### src/pcc_pkg.sv
`default_nettype none

package pcc_pkg;

   // Default coordinate width and queue depth
   localparam int COORD_BITS_DEF  = 16;
   localparam int QUEUE_DEPTH_DEF = 4;

   // Step index: fixed 10-bit field, saturating at the smaller of the two limits
   localparam int MAX_STEPS = 1024;
   localparam int STEP_BITS = 10;
   localparam int STEP_CAP  = (MAX_STEPS - 1 > 1023) ? 1023 : MAX_STEPS - 1;

   // Configuration port
   localparam int ID_BITS        = 8;
   localparam int DIST_BITS      = 16;
   localparam int CSR_INDEX_BITS = 2;
   localparam int CSR_DATA_BITS  = 16;

   // Magnitudes above 16 bits can never pass the distance test
   localparam int MAG_BITS = 16;
   localparam int SQ_BITS  = 2 * MAG_BITS;
   localparam int SUM_BITS = SQ_BITS + 2;

   typedef enum logic [1:0] {
      KIND_VERTEX = 2'd0,
      KIND_EDGE   = 2'd1,
      KIND_FOLLOW = 2'd2,
      KIND_DONE   = 2'd3
   } kind_type;

   typedef enum logic [CSR_INDEX_BITS-1:0] {
      CSR_AGENT_A  = 2'd0,
      CSR_AGENT_B  = 2'd1,
      CSR_MIN_DIST = 2'd2
   } csr_index_type;

   // One classified step: which results it produces and where they point
   typedef struct packed {
      logic                 prev_vertex;
      logic                 prev_edge;
      logic                 prev_follow;
      logic                 cur_vertex;
      logic                 cur_follow;
      logic                 last;
      logic [STEP_BITS-1:0] prev_idx;
      logic [STEP_BITS-1:0] cur_idx;
   } pcc_job_type;

endpackage

`default_nettype wire

### src/pcc_front.sv
`default_nettype none

module pcc_front import pcc_pkg::*; #(
   parameter int COORD_BITS = COORD_BITS_DEF
) (
   input  wire logic                         clock,
   input  wire logic                         reset,
   input  wire logic                         req_valid,
   output logic                              req_stall,
   input  wire logic signed [COORD_BITS-1:0] req_a_x,
   input  wire logic signed [COORD_BITS-1:0] req_a_y,
   input  wire logic signed [COORD_BITS-1:0] req_a_z,
   input  wire logic                         req_a_active,
   input  wire logic signed [COORD_BITS-1:0] req_b_x,
   input  wire logic signed [COORD_BITS-1:0] req_b_y,
   input  wire logic signed [COORD_BITS-1:0] req_b_z,
   input  wire logic                         req_b_active,
   input  wire logic                         req_last,
   input  wire logic [DIST_BITS-1:0]         min_dist_sq,
   input  wire logic                         q_full,
   output logic                              push_valid,
   output pcc_job_type                       push_job,
   output logic [12*COORD_BITS-1:0]          push_pos
);

   localparam int CB = COORD_BITS;
   localparam int DW = COORD_BITS + 1;
   localparam int TW = 3 * COORD_BITS;
   localparam logic [STEP_BITS-1:0] STEP_CAP_V = STEP_BITS'(STEP_CAP);

   // Pair state
   logic [TW-1:0]        held_a_ff, held_a_in;
   logic [TW-1:0]        held_b_ff, held_b_in;
   logic                 prev_act_a_ff, prev_act_a_in;
   logic                 prev_act_b_ff, prev_act_b_in;
   logic [STEP_BITS-1:0] step_ff, step_in;
   logic                 have_prev_ff, have_prev_in;

   // Pipeline stages
   logic                           s1_valid_ff, s1_valid_in;
   pcc_job_type                    s1_job_ff;
   logic [12*CB-1:0]               s1_pos_ff;
   logic [2:0][MAG_BITS-1:0]       s1_mag_ff;
   logic                           s1_big_ff;
   logic                           s2_valid_ff, s2_valid_in;
   pcc_job_type                    s2_job_ff;
   logic [12*CB-1:0]               s2_pos_ff;
   logic [2:0][SQ_BITS-1:0]        s2_sq_ff;
   logic                           s2_big_ff;
   logic [SUM_BITS-1:0]            prev_sum_ff;
   logic                           prev_big_ff;

   logic                           advance;
   logic                           accept;
   logic [TW-1:0]                  in_a, in_b, ca, cb;
   logic [STEP_BITS-1:0]           cur_idx;
   logic                           both_prev, both_cur;
   pcc_job_type                    job0;
   logic signed [DW-1:0]           diff [3];
   logic [DW-1:0]                  mag [3];
   logic [DW+MAG_BITS-1:0]         mag_ext [3];
   logic [2:0][MAG_BITS-1:0]       mag_lo;
   logic [2:0]                     mag_big;
   logic [2:0][SQ_BITS-1:0]        sq;
   logic [SUM_BITS-1:0]            sum;
   logic                           close_cur, close_prev;

   // Whole front moves unless the last stage is blocked by a full queue
   assign advance   = !s2_valid_ff || !q_full;
   assign req_stall = !advance;
   assign accept    = req_valid && advance;

   // Effective positions and step index of this item
   assign in_a = {req_a_z, req_a_y, req_a_x};
   assign in_b = {req_b_z, req_b_y, req_b_x};
   assign ca   = req_a_active ? in_a : held_a_ff;
   assign cb   = req_b_active ? in_b : held_b_ff;

   always_comb begin
      if (!have_prev_ff) begin
         cur_idx = '0;
      end else if (step_ff >= STEP_CAP_V) begin
         cur_idx = STEP_CAP_V;
      end else begin
         cur_idx = step_ff + STEP_BITS'(1);
      end
   end

   // Classify the held step and the final step
   assign both_prev = have_prev_ff && prev_act_a_ff && prev_act_b_ff;
   assign both_cur  = req_a_active && req_b_active && req_last;

   always_comb begin
      job0             = '0;
      job0.prev_vertex = both_prev && (held_a_ff == held_b_ff);
      job0.prev_edge   = have_prev_ff && (held_a_ff == cb) && (ca == held_b_ff);
      job0.prev_follow = both_prev;
      job0.cur_vertex  = both_cur && (ca == cb);
      job0.cur_follow  = both_cur;
      job0.last        = req_last;
      job0.prev_idx    = step_ff;
      job0.cur_idx     = cur_idx;
   end

   // Per-axis distance magnitude of the current pair
   always_comb begin
      for (int k = 0; k < 3; k++) begin
         diff[k]    = DW'(signed'(ca[k*CB +: CB])) - DW'(signed'(cb[k*CB +: CB]));
         mag[k]     = diff[k][DW-1] ? DW'(-diff[k]) : DW'(diff[k]);
         mag_ext[k] = {{MAG_BITS{1'b0}}, mag[k]};
         mag_lo[k]  = mag_ext[k][MAG_BITS-1:0];
         mag_big[k] = |mag_ext[k][DW+MAG_BITS-1:MAG_BITS];
      end
   end

   // Advance pair state on each transfer; drop it at the end of a pair
   always_comb begin
      held_a_in     = held_a_ff;
      held_b_in     = held_b_ff;
      prev_act_a_in = prev_act_a_ff;
      prev_act_b_in = prev_act_b_ff;
      step_in       = step_ff;
      have_prev_in  = have_prev_ff;
      if (accept) begin
         if (req_last) begin
            held_a_in     = '0;
            held_b_in     = '0;
            prev_act_a_in = 1'b0;
            prev_act_b_in = 1'b0;
            step_in       = '0;
            have_prev_in  = 1'b0;
         end else begin
            held_a_in     = ca;
            held_b_in     = cb;
            prev_act_a_in = req_a_active;
            prev_act_b_in = req_b_active;
            step_in       = cur_idx;
            have_prev_in  = 1'b1;
         end
      end
   end

   always_ff @(posedge clock) begin
      if (reset) begin
         held_a_ff     <= '0;
         held_b_ff     <= '0;
         prev_act_a_ff <= 1'b0;
         prev_act_b_ff <= 1'b0;
         step_ff       <= '0;
         have_prev_ff  <= 1'b0;
      end else begin
         held_a_ff     <= held_a_in;
         held_b_ff     <= held_b_in;
         prev_act_a_ff <= prev_act_a_in;
         prev_act_b_ff <= prev_act_b_in;
         step_ff       <= step_in;
         have_prev_ff  <= have_prev_in;
      end
   end

   // Stage valids
   assign s1_valid_in = advance ? accept : s1_valid_ff;
   assign s2_valid_in = advance ? s1_valid_ff : s2_valid_ff;

   always_ff @(posedge clock) begin
      if (reset) begin
         s1_valid_ff <= 1'b0;
         s2_valid_ff <= 1'b0;
      end else begin
         s1_valid_ff <= s1_valid_in;
         s2_valid_ff <= s2_valid_in;
      end
   end

   // Squares of the axis magnitudes
   always_comb begin
      for (int k = 0; k < 3; k++) begin
         sq[k] = {{MAG_BITS{1'b0}}, s1_mag_ff[k]} * {{MAG_BITS{1'b0}}, s1_mag_ff[k]};
      end
   end

   // Stage payloads
   always_ff @(posedge clock) begin
      if (advance) begin
         s1_job_ff <= job0;
         s1_pos_ff <= {cb, ca, held_b_ff, held_a_ff};
         s1_mag_ff <= mag_lo;
         s1_big_ff <= |mag_big;
         s2_job_ff <= s1_job_ff;
         s2_pos_ff <= s1_pos_ff;
         s2_sq_ff  <= sq;
         s2_big_ff <= s1_big_ff;
      end
   end

   // Threshold test for this step and for the held one
   assign sum = SUM_BITS'(s2_sq_ff[0]) + SUM_BITS'(s2_sq_ff[1]) + SUM_BITS'(s2_sq_ff[2]);
   assign close_cur  = !s2_big_ff && (sum < SUM_BITS'(min_dist_sq));
   assign close_prev = !prev_big_ff && (prev_sum_ff < SUM_BITS'(min_dist_sq));

   always_comb begin
      push_job             = s2_job_ff;
      push_job.prev_follow = s2_job_ff.prev_follow && close_prev;
      push_job.cur_follow  = s2_job_ff.cur_follow && close_cur;
   end

   assign push_valid = s2_valid_ff && !q_full;
   assign push_pos   = s2_pos_ff;

   // Keep the distance of the step just pushed for the next one
   always_ff @(posedge clock) begin
      if (push_valid) begin
         prev_sum_ff <= sum;
         prev_big_ff <= s2_big_ff;
      end
   end

endmodule

`default_nettype wire

### src/pcc_queue.sv
`default_nettype none

module pcc_queue import pcc_pkg::*; #(
   parameter int WIDTH = 1,
   parameter int DEPTH = QUEUE_DEPTH_DEF
) (
   input  wire logic             clock,
   input  wire logic             reset,
   input  wire logic             push_valid,
   input  wire logic [WIDTH-1:0] push_data,
   output logic                  full,
   input  wire logic             pop,
   output logic                  pop_valid,
   output logic [WIDTH-1:0]      pop_data
);

   localparam int PTR_BITS = (DEPTH > 1) ? $clog2(DEPTH) : 1;
   localparam int CNT_BITS = $clog2(DEPTH + 1);
   localparam logic [PTR_BITS-1:0] PTR_LAST = PTR_BITS'(DEPTH - 1);

   logic [WIDTH-1:0]    entry_ff [DEPTH];
   logic [PTR_BITS-1:0] wr_ptr_ff, wr_ptr_in;
   logic [PTR_BITS-1:0] rd_ptr_ff, rd_ptr_in;
   logic [CNT_BITS-1:0] count_ff, count_in;
   logic                do_push, do_pop;

   assign full      = (count_ff == CNT_BITS'(DEPTH));
   assign pop_valid = (count_ff != '0);
   assign do_push   = push_valid && !full;
   assign do_pop    = pop && pop_valid;
   assign pop_data  = entry_ff[rd_ptr_ff];

   // Advance pointers with wrap at the queue depth
   always_comb begin
      wr_ptr_in = wr_ptr_ff;
      rd_ptr_in = rd_ptr_ff;
      count_in  = count_ff;
      if (do_push) begin
         wr_ptr_in = (wr_ptr_ff == PTR_LAST) ? '0 : wr_ptr_ff + PTR_BITS'(1);
      end
      if (do_pop) begin
         rd_ptr_in = (rd_ptr_ff == PTR_LAST) ? '0 : rd_ptr_ff + PTR_BITS'(1);
      end
      if (do_push && !do_pop) begin
         count_in = count_ff + CNT_BITS'(1);
      end else if (!do_push && do_pop) begin
         count_in = count_ff - CNT_BITS'(1);
      end
   end

   always_ff @(posedge clock) begin
      if (reset) begin
         wr_ptr_ff <= '0;
         rd_ptr_ff <= '0;
         count_ff  <= '0;
      end else begin
         wr_ptr_ff <= wr_ptr_in;
         rd_ptr_ff <= rd_ptr_in;
         count_ff  <= count_in;
      end
   end

   // Store the incoming entry
   always_ff @(posedge clock) begin
      if (do_push) begin
         entry_ff[wr_ptr_ff] <= push_data;
      end
   end

endmodule

`default_nettype wire

### src/pcc_back.sv
`default_nettype none

module pcc_back import pcc_pkg::*; #(
   parameter int COORD_BITS = COORD_BITS_DEF
) (
   input  wire logic                   clock,
   input  wire logic                   reset,
   input  wire logic                   job_valid,
   input  wire pcc_job_type            job,
   input  wire logic [12*COORD_BITS-1:0] job_pos,
   output logic                        job_pop,
   input  wire logic [ID_BITS-1:0]     agent_a_id,
   input  wire logic [ID_BITS-1:0]     agent_b_id,
   output logic                        rsp_valid,
   input  wire logic                   rsp_stall,
   output logic [1:0]                  rsp_conflict_kind,
   output logic [ID_BITS-1:0]          rsp_agent_a,
   output logic [ID_BITS-1:0]          rsp_agent_b,
   output logic [STEP_BITS-1:0]        rsp_step_index,
   output logic signed [COORD_BITS-1:0] rsp_pos_a_x,
   output logic signed [COORD_BITS-1:0] rsp_pos_a_y,
   output logic signed [COORD_BITS-1:0] rsp_pos_a_z,
   output logic signed [COORD_BITS-1:0] rsp_pos_b_x,
   output logic signed [COORD_BITS-1:0] rsp_pos_b_y,
   output logic signed [COORD_BITS-1:0] rsp_pos_b_z,
   output logic                        rsp_end_of_run
);

   localparam int CB = COORD_BITS;
   localparam int TW = 3 * COORD_BITS;

   // Pending-result bits, in reporting order
   localparam int BIT_PV   = 0;
   localparam int BIT_PE   = 1;
   localparam int BIT_PF   = 2;
   localparam int BIT_CV   = 3;
   localparam int BIT_CF   = 4;
   localparam int BIT_DONE = 5;

   logic [5:0]           mask_ff, mask_in;
   logic [STEP_BITS-1:0] prev_idx_ff, cur_idx_ff;
   logic [12*CB-1:0]     pos_ff;

   logic                 rsp_valid_ff, rsp_valid_in;
   kind_type             kind_ff;
   logic [ID_BITS-1:0]   agent_a_ff, agent_b_ff;
   logic [STEP_BITS-1:0] idx_ff;
   logic [TW-1:0]        pos_a_ff, pos_b_ff;
   logic                 end_ff;

   logic                 out_free, emit, use_cur;
   logic [5:0]           low, rest, new_mask;
   kind_type             kind_sel;

   // Pick the first pending result of the job in hand
   assign out_free = !rsp_valid_ff || !rsp_stall;
   assign low      = mask_ff & (~mask_ff + 6'd1);
   assign emit     = out_free && (mask_ff != '0);
   assign rest     = emit ? (mask_ff & ~low) : mask_ff;
   assign job_pop  = job_valid && (rest == '0);
   assign use_cur  = low[BIT_CV] || low[BIT_CF] || low[BIT_DONE];

   always_comb begin
      new_mask           = '0;
      new_mask[BIT_PV]   = job.prev_vertex;
      new_mask[BIT_PE]   = job.prev_edge;
      new_mask[BIT_PF]   = job.prev_follow;
      new_mask[BIT_CV]   = job.cur_vertex;
      new_mask[BIT_CF]   = job.cur_follow;
      new_mask[BIT_DONE] = job.last;
   end

   assign mask_in = job_pop ? new_mask : rest;

   always_comb begin
      if (low[BIT_PV] || low[BIT_CV]) begin
         kind_sel = KIND_VERTEX;
      end else if (low[BIT_PE]) begin
         kind_sel = KIND_EDGE;
      end else if (low[BIT_PF] || low[BIT_CF]) begin
         kind_sel = KIND_FOLLOW;
      end else begin
         kind_sel = KIND_DONE;
      end
   end

   always_ff @(posedge clock) begin
      if (reset) begin
         mask_ff <= '0;
      end else begin
         mask_ff <= mask_in;
      end
   end

   // Load the next job
   always_ff @(posedge clock) begin
      if (job_pop) begin
         prev_idx_ff <= job.prev_idx;
         cur_idx_ff  <= job.cur_idx;
         pos_ff      <= job_pos;
      end
   end

   // Output register
   assign rsp_valid_in = out_free ? emit : rsp_valid_ff;

   always_ff @(posedge clock) begin
      if (reset) begin
         rsp_valid_ff <= 1'b0;
      end else begin
         rsp_valid_ff <= rsp_valid_in;
      end
   end

   always_ff @(posedge clock) begin
      if (emit) begin
         kind_ff    <= kind_sel;
         agent_a_ff <= agent_a_id;
         agent_b_ff <= agent_b_id;
         idx_ff     <= use_cur ? cur_idx_ff : prev_idx_ff;
         pos_a_ff   <= use_cur ? pos_ff[2*TW +: TW] : pos_ff[0 +: TW];
         pos_b_ff   <= use_cur ? pos_ff[3*TW +: TW] : pos_ff[TW +: TW];
         end_ff     <= (rest == '0);
      end
   end

   assign rsp_valid         = rsp_valid_ff;
   assign rsp_conflict_kind = kind_ff;
   assign rsp_agent_a       = agent_a_ff;
   assign rsp_agent_b       = agent_b_ff;
   assign rsp_step_index    = idx_ff;
   assign rsp_pos_a_x       = pos_a_ff[0 +: CB];
   assign rsp_pos_a_y       = pos_a_ff[CB +: CB];
   assign rsp_pos_a_z       = pos_a_ff[2*CB +: CB];
   assign rsp_pos_b_x       = pos_b_ff[0 +: CB];
   assign rsp_pos_b_y       = pos_b_ff[CB +: CB];
   assign rsp_pos_b_z       = pos_b_ff[2*CB +: CB];
   assign rsp_end_of_run    = end_ff;

endmodule

`default_nettype wire

### src/path_pair_conflict_check.sv
`default_nettype none

// Conflict checker for one pair of agent paths on a 3-D grid. Each request
// carries one time step of both paths; the step is judged when the next one
// arrives (an edge swap needs both steps), so the vertex, edge and following
// results of step t leave after the request for step t+1. The request marked
// last also gets its own vertex and following checks and then a pair-finished
// result, after which the pair state starts from zero. Every request that
// causes results marks its final one with rsp_end_of_run; most cause none.
// A request is taken every cycle unless the queue is full: the front pipeline
// has three stages (classify, square, sum and compare); results then pass the
// queue, the back end's pending mask and its output register. The back end
// sends one result per cycle unless rsp_stall holds it, and drops a request
// without results; a burst of up to six results from one request is absorbed
// by the queue between the two, and the request side stalls only while that
// queue is full. Write the csr_ registers only while no request is in flight.

module path_pair_conflict_check import pcc_pkg::*; #(
   parameter int COORD_BITS  = COORD_BITS_DEF,
   parameter int QUEUE_DEPTH = QUEUE_DEPTH_DEF
) (
   input  wire logic                          clock,
   input  wire logic                          reset,
   input  wire logic                          csr_we,
   input  wire logic [CSR_INDEX_BITS-1:0]     csr_index,
   input  wire logic [CSR_DATA_BITS-1:0]      csr_wdata,
   input  wire logic                          req_valid,
   output logic                               req_stall,
   input  wire logic signed [COORD_BITS-1:0]  req_a_x,
   input  wire logic signed [COORD_BITS-1:0]  req_a_y,
   input  wire logic signed [COORD_BITS-1:0]  req_a_z,
   input  wire logic                          req_a_active,
   input  wire logic signed [COORD_BITS-1:0]  req_b_x,
   input  wire logic signed [COORD_BITS-1:0]  req_b_y,
   input  wire logic signed [COORD_BITS-1:0]  req_b_z,
   input  wire logic                          req_b_active,
   input  wire logic                          req_last,
   output logic                               rsp_valid,
   input  wire logic                          rsp_stall,
   output logic [1:0]                         rsp_conflict_kind,
   output logic [ID_BITS-1:0]                 rsp_agent_a,
   output logic [ID_BITS-1:0]                 rsp_agent_b,
   output logic [STEP_BITS-1:0]               rsp_step_index,
   output logic signed [COORD_BITS-1:0]       rsp_pos_a_x,
   output logic signed [COORD_BITS-1:0]       rsp_pos_a_y,
   output logic signed [COORD_BITS-1:0]       rsp_pos_a_z,
   output logic signed [COORD_BITS-1:0]       rsp_pos_b_x,
   output logic signed [COORD_BITS-1:0]       rsp_pos_b_y,
   output logic signed [COORD_BITS-1:0]       rsp_pos_b_z,
   output logic                               rsp_end_of_run
);

   localparam int PW = 12 * COORD_BITS;
   localparam int JW = $bits(pcc_job_type);
   localparam int QW = JW + PW;

   logic [ID_BITS-1:0]   agent_a_id_ff, agent_a_id_in;
   logic [ID_BITS-1:0]   agent_b_id_ff, agent_b_id_in;
   logic [DIST_BITS-1:0] min_dist_ff, min_dist_in;

   logic                 q_full, push_valid, q_valid, q_pop;
   pcc_job_type          push_job, pop_job;
   logic [PW-1:0]        push_pos, pop_pos;
   logic [QW-1:0]        q_out;

   // Configuration registers; unknown indexes are ignored
   always_comb begin
      agent_a_id_in = agent_a_id_ff;
      agent_b_id_in = agent_b_id_ff;
      min_dist_in   = min_dist_ff;
      if (csr_we) begin
         case (csr_index)
            CSR_AGENT_A:  agent_a_id_in = csr_wdata[ID_BITS-1:0];
            CSR_AGENT_B:  agent_b_id_in = csr_wdata[ID_BITS-1:0];
            CSR_MIN_DIST: min_dist_in   = csr_wdata[DIST_BITS-1:0];
            default: ;
         endcase
      end
   end

   always_ff @(posedge clock) begin
      if (reset) begin
         agent_a_id_ff <= ID_BITS'(0);
         agent_b_id_ff <= ID_BITS'(1);
         min_dist_ff   <= DIST_BITS'(4);
      end else begin
         agent_a_id_ff <= agent_a_id_in;
         agent_b_id_ff <= agent_b_id_in;
         min_dist_ff   <= min_dist_in;
      end
   end

   pcc_front #(
      .COORD_BITS (COORD_BITS)
   ) u_front (
      .clock        (clock),
      .reset        (reset),
      .req_valid    (req_valid),
      .req_stall    (req_stall),
      .req_a_x      (req_a_x),
      .req_a_y      (req_a_y),
      .req_a_z      (req_a_z),
      .req_a_active (req_a_active),
      .req_b_x      (req_b_x),
      .req_b_y      (req_b_y),
      .req_b_z      (req_b_z),
      .req_b_active (req_b_active),
      .req_last     (req_last),
      .min_dist_sq  (min_dist_ff),
      .q_full       (q_full),
      .push_valid   (push_valid),
      .push_job     (push_job),
      .push_pos     (push_pos)
   );

   pcc_queue #(
      .WIDTH (QW),
      .DEPTH (QUEUE_DEPTH)
   ) u_queue (
      .clock      (clock),
      .reset      (reset),
      .push_valid (push_valid),
      .push_data  ({push_job, push_pos}),
      .full       (q_full),
      .pop        (q_pop),
      .pop_valid  (q_valid),
      .pop_data   (q_out)
   );

   assign pop_job = q_out[QW-1:PW];
   assign pop_pos = q_out[PW-1:0];

   pcc_back #(
      .COORD_BITS (COORD_BITS)
   ) u_back (
      .clock             (clock),
      .reset             (reset),
      .job_valid         (q_valid),
      .job               (pop_job),
      .job_pos           (pop_pos),
      .job_pop           (q_pop),
      .agent_a_id        (agent_a_id_ff),
      .agent_b_id        (agent_b_id_ff),
      .rsp_valid         (rsp_valid),
      .rsp_stall         (rsp_stall),
      .rsp_conflict_kind (rsp_conflict_kind),
      .rsp_agent_a       (rsp_agent_a),
      .rsp_agent_b       (rsp_agent_b),
      .rsp_step_index    (rsp_step_index),
      .rsp_pos_a_x       (rsp_pos_a_x),
      .rsp_pos_a_y       (rsp_pos_a_y),
      .rsp_pos_a_z       (rsp_pos_a_z),
      .rsp_pos_b_x       (rsp_pos_b_x),
      .rsp_pos_b_y       (rsp_pos_b_y),
      .rsp_pos_b_z       (rsp_pos_b_z),
      .rsp_end_of_run    (rsp_end_of_run)
   );

endmodule

`default_nettype wire
### config.mk
export PLATFORM = sky130hd
export DESIGN_NAME = path_pair_conflict_check
export DESIGN_NICKNAME = d
export VERILOG_FILES = /design/src/pcc_pkg.sv /design/src/pcc_front.sv /design/src/pcc_queue.sv /design/src/pcc_back.sv /design/src/path_pair_conflict_check.sv
export SDC_FILE = /design/constraint.sdc
export NUM_CORES = 2
export LEC_CHECK = 0
export BUFFER_PORTS_ARGS = -buffer_cell sky130_fd_sc_hd__buf_2
export CORE_ASPECT_RATIO = 0.5
export CORE_MARGIN = 3
export CORE_UTILIZATION = 40
export DETAILED_ROUTE_END_ITERATION = 6
export GPL_TIMING_DRIVEN = 0
export PLACE_DENSITY = 0.55
export SETUP_SLACK_MARGIN = 0.02
export SLEW_MARGIN = 30
export SYNTH_ARGS = -nofsm -noshare
export SYNTH_HDL_FRONTEND = slang
export SYNTH_HIERARCHICAL = 1
export SYNTH_SLANG_ARGS = --single-unit
### constraint.sdc
create_clock -name clock -period 16.7 [get_ports clock]
set_input_delay 1.67 -clock clock [delete_from_list [all_inputs] [get_ports clock]]
set_output_delay 1.67 -clock clock [all_outputs]
set_load 0.01 [all_outputs]
## Word level (Yosys, flattened, before mapping)

Memory sizes are Yosys's and may differ from the RTL's. A register that Yosys moved wholly into a read port is not among the register bits.
Index checks and enable logic that the tools add are counted.

- $add $sub $neg: 14
- Multiply operators: 3
- Divide/modulo/power cells: 0
- Order comparisons: 3
- Eq/ne operators: 9
- Shift operators: 0
- Mux-type cells: 28
- Bitwise logic cells: 4
- Reduce and logical (&&, ||, !) cells: 45

Operator list:

| cell | count |
|---|---|
| 2-to-1 mux 48 bit | 6 |
| == test 48 bit | 4 |
| multiplier 16 x 16 -> 32 bit | 3 |
| less-than comparator 34 x 16 -> 1 bit | 2 |
| 2-to-1 mux 17 bit | 3 |
| negator 17 bit | 3 |
| subtractor 16 x 16 -> 17 bit | 3 |
| 2-to-1 mux 10 bit | 4 |
| adder 34 x 32 -> 34 bit | 1 |
| adder 32 x 32 -> 33 bit | 1 |
| logical AND 1 bit | 20 |
| AND 6 bit | 2 |
| 2-to-1 mux 6 bit | 2 |
| inverter 6 bit | 2 |
| adder 10 x 1 -> 10 bit (second input constant) | 1 |
| >= comparator 10 bit (second input constant) | 1 |
| zero test 1 bit | 9 |
| 2-to-1 mux 2 bit | 4 |
| 2-to-1 mux 1 bit | 7 |
| adder 6 x 1 -> 6 bit (second input constant) | 1 |
| == test 2 bit (second input constant) | 3 |
| zero test 6 bit | 1 |
| logical OR 1 bit | 6 |
| 2-to-1 mux 3 bit | 2 |
| other kinds (12) | 15 |

- Flip-flop bits (word level): 1,111
- Bits in latches: 0
- RAM bits: 872
- Memory bits (read-only): 0
- Output and inout bits: 127
- Memories: 1

Memories:

| name | words | bits a word | rd ports | clocked after memory_dff | write ports | RTL line | RTL |
|---|---|---|---|---|---|---|---|
| u_queue.entry_ff | 4 | 218 | 1 | 1 | 1 | pcc_queue.sv:21 | `logic [WIDTH-1:0] entry_ff [DEPTH];` |

## Longest topological paths before layout

- Depth after elaboration: 12
- Gate-level depth with buffers: 27

## Modules after synthesis

Netlist, hierarchy kept.

Modules (own cells, without submodules):

| module | instances | cells an instance | area each (µm²) | seq. area each (µm²) |
|---|---|---|---|---|
| pcc_front | 1 | 4,898 | 53,543.9 | 20,659.8 |
| pcc_queue | 1 | 1,188 | 31,840.5 | 26,365.3 |
| pcc_back | 1 | 510 | 11,858.9 | 10,259.8 |
| path_pair_conflict_check | 1 | 126 | 1,337.5 | 640.6 |

## Least setup slack after synthesis

OpenSTA, ideal clock, no wires.

- Path type: register to output
- Start: reg u_queue.count_ff[0]
- End: out req_stall
- Arrival: 14,788 ps
- Required time: 15,030 ps
- Setup slack: 242 ps
- Stages on the path, launching flop included: 6
- Cell sequence: dfxtp_1 or3b_1 buf_2 inv_1 nand2_1 inv_1

- Word-level cells in the longest chain between the ends: 4

RTL lines:

| what | RTL line | RTL |
|---|---|---|
| from (decl) | pcc_queue.sv:24 | `logic [CNT_BITS-1:0] count_ff, count_in;` |
| from (signal assigned) | pcc_queue.sv:59 | `count_ff <= count_in;` |
| == test 3 bit | pcc_queue.sv:27 | `assign full = (count_ff == CNT_BITS'(DEPTH));` |
| named net q_full | path_pair_conflict_check.sv:61 | `logic q_full, push_valid, q_valid, q_pop;` |
| zero test 1 bit | pcc_front.sv:69 | `assign advance = !s2_valid_ff \|\| !q_full;` |
| logical OR 1 bit | pcc_front.sv:69 |  |
| zero test 1 bit | pcc_front.sv:70 | `assign req_stall = !advance;` |
| to (decl) | path_pair_conflict_check.sv:28 | `output logic req_stall,` |

The timed path passes the listed nets, and every way through them passes these cells.

==> flow_summary.yaml <==
synthesis:
  ys_async_sr_fraction_pct: 0
  synth_top_area_share_pct: 55.5
  syn_inst: 6722
  synth_top_area_cell: "edfxtp_1"
  ys_seq_area_share_pct: 58.8
  synth_area_um2: 98600
  yosysUniqueCellTypes: 90
  synth-seq-cells: 1982
  syn_area_per_cell_um2: 14.7
  yosys-top-cells-count: "edfxtp_1 (1823), inv_1 (927), fa_1 (524)"
  synth.most_common_cell: "edfxtp_1"
  synthTopCellsByArea: "edfxtp_1 (56%), fa_1 (11%), ha_1 (5.4%)"
  ys.flop_type: "edfxtp_1"
  synth_edf_count: 1823
  yosysWarnings: 6
sta:
  fin_worst_skew_ns: 0.106
  slew_headroom_pct: 24.6
  finalCritPeriodShare_pct: 46.8
  rsz0062_at_grt: "false"
  worst_pin_slew_ns: 1.11
  finalSetupViolCount: 0
  max_freq_mhz: 128
  layout_min_cycle_time_ns: 7.81
  final_hold_viol_count: 0
  drv_slew: 0
detailed_routing:
  met2_wirelength_mm: 119
  wire_per_inst_um: 23.8
  drt_iter0_markers: 4764
  wl_met3_mm: 13.6
  maxUsedRoutingLayer: "met5"
  drc: 0
  wl_mm: 253
  antenna_left: 0
  wl_met1_mm: 112
  firstDrtPassIters: 6
  vias: 54700
  viasPerCell: 5.15
setup_path:
  cpMaxStageDelayCell: "edfxtp_1"
  cp-end-kind: "flop"
  worstPathRequired_ns: 17.18
  worstPathCellList: "clkbuf_1, clkbuf_1, nand2_1, fa_1, fa_1, inv_1, fa_1, fa_1, fa_1, inv_1, fa_1, inv_1, ha_1, nand3_1, nor3_1, a211oi_1, a21oi_1, a21oi_1, and2_1, o31ai_1, a41oi_1, a21oi_1, xnor2_1"
  arrival_ns: 8.29
  start_kind: "flop"
  rr_worst_depth: 23
  max_stage_delay_ns: 0.61
  r2r_slack_ns: 8.89
  crit_end: "u_front/s2_sq_ff[63]"
  critPathKind: "reg2reg"
  r2r_end: "u_front/s2_sq_ff[63]"
  critPathMaxFanout: 10
  crit_top_cell: "fa_1"
  startpoint: "u_front/s1_mag_ff[20]"
  r2r_start: "u_front/s1_mag_ff[20]"
finish:
  drive_gt1_share_pct: 13.9
  final_nets: 8296
  nFillCells: 21500
  final_cells: 10600
  area_growth_pct: 13.2
floorplan:
  num_rows: 128
  die_x_um: 708
  num_io_pins: 249
  die_h_um: 357
  core-area_um2: 244000
  start_util_pct: 40.4
  dieArea_um2: 253000
global_route:
  grt_use_total_pct: 20.0
  grt_antenna_before_repair: 16
  grt_pass1_wl_mm: 372
  grt_pass1_vias: 55200
  grt_max_degree: 53
  overflow: 0
placed_design:
  routabilityCongestion: 0.928
  io_buffer_count: 246
  dpl.cell_count: 10300
  hpwlAfterDp_mm: 188
clocking:
  clockBufferDepth: 4
  cts_buffers: 191
  clk_pin_slew_ns: 0.07
  postCtsHoldBufs: 0
  post_cts_buffers: 0
  cts_tree: "built"
  cts_root_buffer: "clkbuf_16"
  cts_num_sinks: 1982
  clock_latency_ns: 0.88
  cts_resized: 0
  h-tree-depth: 4
status:
  outcome: "completed"
job:
  maxCapViolCount: 0
min_path:
  hp-class: "reg2reg"
logic make-up after synthesis:
logic type | after synthesis | synth area share, %
xor gates and xnor gates | 314 | 2.79
muxes | 460 | 7.58
other | 2 | 0.00762
buffers and inverters | 1156 | 4.66
DFF | 1982 | 58.8
and+or+nand+nor | 1195 | 5.85
AOI/OAI and AO/OA | 665 | 4.34
adders and majority gates | 948 | 16.0
state kept, by name, indices dropped and copies added, names as in the netlist, 8 cells and up, named ones only:
name	count
u_back/cur_idx_ff	10
u_back/pos_ff	192
u_front/prev_sum_ff	34
u_front/held_b_ff	48
agent_b_id_ff	8
u_front/s1_pos_ff	192
u_back/rsp_agent_b	8
u_front/step_ff	10
u_back/prev_idx_ff	10
u_front/push_pos	192
u_back/pos_b_ff	48
u_front/s1_mag_ff	48
u_front/held_a_ff	48
u_queue/entry_ff	872
u_back/rsp_agent_a	8
u_front/push_job	24
u_back/pos_a_ff	48
u_front/s1_job_ff	26
min_dist_ff	16
u_back/rsp_step_index	10
u_front/s2_sq_ff	93
agent_a_id_ff	8
metrics by stage:
stage	util [%]	hold WS (ns)	worst slack (ns)	cell area, um2	setup TNS, ns
after global placement	42.5	0.401	-8.77	104000	-4469.95
after floorplan	-	0.400	0.242	98600	0
after CTS	45.7	0.355	8.79	112000	0
after global routing	45.7	0.381	8.36	112000	0
final	45.7	0.360	8.89	112000	0
after detailed placement	43.2	0.405	8.91	106000	0
worst max-delay path, delay by kind of cell (launching register included):
kind            cells  cell delay [ns]
xor+xnor            1             0.14
simple gates        4             0.70
buf+inv             5             1.13
compound gates      6             1.45
flops               1             0.61
fa+ha+maj           7             3.40
area by class of cell:
| class | instances | area [um2] | area share [%] |
|---|---|---|---|
| clock buffer | 251 | 5240 | 4.69 |
| antenna | 1 | 2.50 | 0.00224 |
| inverter | 928 | 3480 | 3.12 |
| clock inverter | 90 | 817 | 0.732 |
| tap | 3250 | 4070 | 3.64 |
| sequential | 1982 | 57900 | 51.9 |
| timing repair buffer | 311 | 2750 | 2.46 |
| multi-input combinational | 3585 | 36200 | 32.5 |
| buffer | 228 | 1120 | 1.00 |
per-layer routing:
| metal | track usage (%) | up-vias |
|---|---|---|
| met3 | 2.73 | 346 |
| met4 | 6.03 | 4 |
| li1 | - | 24900 |
| met2 | 32.6 | 1464 |
| met5 | 0 | - |
| met1 | 27.9 | 28000 |
placed cells by master (no fill, tap or decap), drive strengths merged, types with 31 or more instances in the layout:
master / netlist / routed
a211oi: 35 / 35
a21o: 60 / 60
a21oi: 252 / 252
and2: 124 / 124
buf: 101 / 412
clkbuf: 127 / 378
clkinv: 1 / 67
dfxtp: 159 / 159
edfxtp: 1823 / 1823
fa: 524 / 524
ha: 423 / 423
inv: 927 / 936
mux2: 110 / 110
mux2i: 132 / 132
mux4: 218 / 218
nand2: 320 / 320
nand2b: 72 / 72
nand3: 51 / 51
nand4: 43 / 43
nor2: 297 / 297
nor2b: 36 / 36
nor3: 133 / 133
nor4: 34 / 34
o21a: 31 / 31
o21ai: 100 / 100
xnor2: 169 / 169
xor2: 145 / 145
worst min-delay path by stage:
stage	startpoint	depth (start not counted)	to	slack, ns
floorplan	u_front/s1_job_ff[0]	0	u_front/push_job[0]	0.40
global placement	u_front/s1_pos_ff[62]	0	u_front/push_pos[62]	0.40
detailed placement	u_front/s1_job_ff[20]	0	u_front/push_job[20]	0.40
CTS	u_front/s1_pos_ff[158]	0	u_front/push_pos[158]	0.36
global route	u_front/s1_pos_ff[158]	0	u_front/push_pos[158]	0.38
finish	u_front/s1_pos_ff[158]	0	u_front/push_pos[158]	0.36
Power is not shown: default switching activity piles up to over one toggle a cycle in this logic, so the estimate is an artifact.
